**src/sv/sble_ram.sv**
```systemverilog
module sble_ram #(
    parameter int WIDTH = 8,
    parameter int DEPTH = 32
) (
    input  logic                     i_clk,
    input  logic                     i_we,
    input  logic [$clog2(DEPTH)-1:0] i_waddr,
    input  logic [WIDTH-1:0]         i_wdata,
    input  logic [$clog2(DEPTH)-1:0] i_raddr,
    output logic [WIDTH-1:0]         o_rdata
);
    logic [WIDTH-1:0] r_mem [DEPTH];
    logic [WIDTH-1:0] r_rdata;

    always_ff @(posedge i_clk) begin
        if (i_we) begin
            r_mem[i_waddr] <= i_wdata;
        end
        r_rdata <= r_mem[i_raddr];
    end

    assign o_rdata = r_rdata;
endmodule

```
**config.mk**
```make
export PLATFORM = sky130hd
export DESIGN_NAME = sble_ram
export DESIGN_NICKNAME = d
export VERILOG_FILES = /design/src/sv/sble_ram.sv
export SDC_FILE = /design/constraint.sdc
export NUM_CORES = 1
export LEC_CHECK = 0
export ABC_CLOCK_PERIOD_IN_PS = 2200
export BUFFER_PORTS_ARGS = -buffer_cell sky130_fd_sc_hd__buf_2
export CAP_MARGIN = 10
export CORE_UTILIZATION = 35
export DETAILED_ROUTE_END_ITERATION = 8
export MAX_ROUTING_LAYER = met4
export PLACE_DENSITY_LB_ADDON = 0.25
export RECOVER_POWER = 50
export SYNTH_ARGS = -nofsm -noshare
export SYNTH_HDL_FRONTEND = slang
export SYNTH_SLANG_ARGS = --single-unit
export TNS_END_PERCENT = 1
```
**constraint.sdc**
```tcl
create_clock -name i_clk -period 2.2 [get_ports i_clk]
set_input_delay 0.11 -clock i_clk [delete_from_list [all_inputs] [get_ports i_clk]]
set_output_delay 0.11 -clock i_clk [all_outputs]
set_load 0.01 [all_outputs]
```
; Word level (Yosys, flattened, before mapping)
; Memory sizes are Yosys's and may differ from the RTL's. A register that Yosys moved wholly into a read port is not among the register bits.
; Index checks and enable logic that the tools add are counted.
[classes]
n_mux = 2
[ops]
columns = operator, n
row1 = $mux W1, 2
[totals]
wordCells = 3
ff_bits = 0
mem_count = 1
input_bits = 20
out_inout_bits = 8
ramBits = 256
[mem_list]
columns = name, depth, word_bits, rd, rd_ports_with_merged_regs, wr, line
row1 = r_mem, 32, 8, 1, 1, 1, 12  ; logic [WIDTH-1:0] r_mem [DEPTH];

; Longest topological paths before layout
[logic_depth]
word_depth = 2
depth_mapped = 5
mapped_depth_nobuf = 3

; Worst setup path before layout
; OpenSTA, ideal clock, no wires.
[synth_timing]
path_type = input to register
from = in i_raddr[2]
to = reg r_rdata[0], in the netlist o_rdata[0], read port of r_mem
setup_time_ns = 0.121
n_path_buf = 2
arrival_time_ns = 1.792
t_required_ns = 2.079
path_slack_ns = 0.288
stages = 5
cell_sequence = clkbuf_1 clkbuf_1 mux4_2 mux4_2 mux2_2
[synth_rtl]
columns = element, line
row1 = from (decl), 9  ; input logic [$clog2(DEPTH)-1:0] i_raddr,
row2 = to (decl), 13  ; logic [WIDTH-1:0] r_rdata;

==> summary.md <==
| Metric | Value |
|---|---|
| # rows | 61 |
| Post-Syn Nets | around 440 |
| Largest net degree at the start of global routing | 37 |
| Crit. End Element | flip-flop |
| First-pass detailed-route iteration total | 4 |
| RSZ-0062 raised after global routing | no |
| Period utilisation layout | 83.5% |
| Port buffer count | 27 |
| Slew HR | -3.93% |
| Share of the synthesized area in the top cell type | roughly 76% |
| Die area | 0.0294 mm² |
| Slowest cell delay on critical path | 0.55 ns |
| Sequential share of the synthesized area | 78.1% |
| I/O Pins | 28 |
| Final #Nets | ~510 |
| Die height | 171 µm |
| Placement Cell Area | 0.0109 mm² |
| Crit path DAT | 2.25 ns |
| Bufs on Longest Clock Path | 3 |
| Fmax | approximately 540 MHz |
| Final WL | just over 20 mm |
| Hold Vio Cnt, Final | 0 |
| Antenna Nets Post-Route | 0 |
| VDD IR max | 461 µV |
| Critical path data required time | 2.61 ns |
| Max cap viols | 2 |
| Total power | 10400 µW |
| Setup_tns | 0 ns |
| CTS Sinks | 264 |
| Total number of vias | 4398 |
| Final Instance Area | 0.0117 mm² |
| Worst path slowest cell | mux4_2 |
| Die width | 171 µm |
| Crit start category | flip-flop |
| Area Growth Syn to Fin | 16.7% |
| Hold Path Class | primary input to flip-flop |
| PostCTS Resize Cnt | 0 |
| Worst clock skew | roughly 0.010 ns |
| # Post-CTS Setup Buffers | 0 |
| First-pass GRT wire length | 31.5 mm |
| CTS tree | built |
| Clock latency on the worst-skew pair | around 0.53 ns |
| Status | finished, violations left |
| Vias in the first global route | 4688 |
| H-tree levels | 1 |
| Total track usage | roughly 15% |
| Initial antenna violation count | 0 |
| Yosys warnings | 0 |
| Fin. max-slew vios | 33 |
| Initial Util | 35.9% |
| Tmin final | 1.84 ns |
| HPWL after DPL | 13.5 mm |
| CP Max Fanout | 1 |
| Remaining global-route overflow | 0 |
| P_leak | 0.00368 µW |
| Avg Synthesized Cell Area | 24.1 µm² |
| Cell Chain, Critical Path | mux4_2, mux4_2, mux2_2 |
| Synth top area cells | edfxtp_1 76%, mux4_2 18%, dfxtp_1 1.6% |
| Cell taking the most area after synthesis | edfxtp_1 |
| Worst-Margin Slew | between 1.5 and 2 ns |
| Violated checks | capacitance limit, slew limit |
| Clock Tree Root | clkbuf_16 |
| PwrDens | a little under 900 mW/mm² |
| Clock-pin slew on the worst setup and hold paths | about 0.06 ns |
| Synthesized area | 0.0101 mm² |
| Share of cells above drive strength 1 | 36.0% |
| Cell count after synthesis | between 400 and 500 |
| CTS buffer count | 26 |
| WL/cell | around 23 µm |
| Post-CTS Hold Buffers | 0 |
| Vias per cell | 4.95 |
| Total core area | roughly 0.028 mm² |
| DRC viols | 0 |
| Count of different cell masters after synthesis | 15 |
| Final setup fails | 0 |
| #FFs+latches synth | 264 |
| CP dominant cell by count | mux4_2 |
| Initial drt markers | roughly 330 |
| GPL Wtd Cong | 0.762 |
| Critical path class | flip-flop to flip-flop |
| Diode count | 0 |
power by group:
part           internal, µW  switching [µW]  leakage [µW]
clock network          2470            1780      0.000399
logic                   244             299      0.000911
registers              5600            31.0       0.00237
cell usage in the layout (no fill, tap or decap), drive strengths merged:
master / netlist / routed
bufinv: 0 / 2
buf: 14 / 57
mux4: 80 / 80
or3: 1 / 1
nor2: 33 / 33
clkinv: 0 / 10
mux2: 8 / 8
edfxtp: 256 / 256
clkinvlp: 0 / 1
or3b: 3 / 3
nand2: 1 / 1
nand3: 2 / 2
nand3b: 5 / 5
clkbuf: 6 / 44
dfxtp: 8 / 8
kinds of logic (layout without fill, tap and decap cells):
family / count (synthesis) / after routing / synth area share (%)
multiplexers: 88 / 88 / 18.8
buffers and inverters: 20 / 114 / 1.06
AND/OR/NAND/NOR: 45 / 45 / 2.07
flip-flops: 264 / 264 / 78.1
registers in the layout, summed over array words and instances (netlist names):
| register | flops |
|---|---|
| r_mem | 256 |
| o_rdata | 8 |
cell usage after synthesis:
library cell and count:
nand3_1 2, buf_6 1, or3b_2 3, nor2_1 33, buf_2 1, buf_4 6
edfxtp_1 256, or3_1 1, mux4_2 80, clkbuf_1 6, nand2_1 1, dfxtp_1 8
mux2_2 8, nand3b_1 5, buf_1 6
final timing paths:
kind,startpoint,slack [ns],endpoint,cells after the start
worst max-delay path,r_mem[8][4]$_DFFE_PP_,0.36,o_rdata[4]$_DFF_P_,3
worst max register to register,r_mem[8][4]$_DFFE_PP_,0.36,o_rdata[4]$_DFF_P_,3
worst min-delay path,i_raddr[3],0.06,o_rdata[5]$_DFF_P_,2
worst min register to register,r_mem[30][2]$_DFFE_PP_,0.91,o_rdata[2]$_DFF_P_,3
stage by stage:
stage | hold slack (ns) | instances | utilization, % | setup slack, ns
4_1_cts | 0.0488 | 889 | 41.9 | 0.352
5_1_grt | 0.0518 | 889 | 41.9 | 0.353
3_5_place_dp | 0.538 | 842 | 39.0 | 0.0196
3_3_place_gp | 0.541 | 842 | 39.0 | 0.0173
6_report | 0.0617 | 889 | 41.9 | 0.363
2_1_floorplan | 0.209 | 417 | - | 0.288
worst max-delay path, delay by kind of cell (launching register included):
kind	cells	cell delay (ns)
flops	1	0.37
mux	3	1.36
metal layers:
layer	track usage, %	vias up	part of all wire (%)
met1	20.7	2343	45
met4	5.51	0	2.6
li1	-	1936	-
met5	-	-	0
met3	1.98	28	4.5
met2	24.4	91	48
final cells by class:
type	count	area, µm²
clock buffer	34	702
fill	2417	16300
sequential	264	7850
tap	378	473
multi-input combinational	133	2100
timing repair buffer	67	498
clock inverter	13	113
No activity file was read; power rests on OpenSTA's default activity.
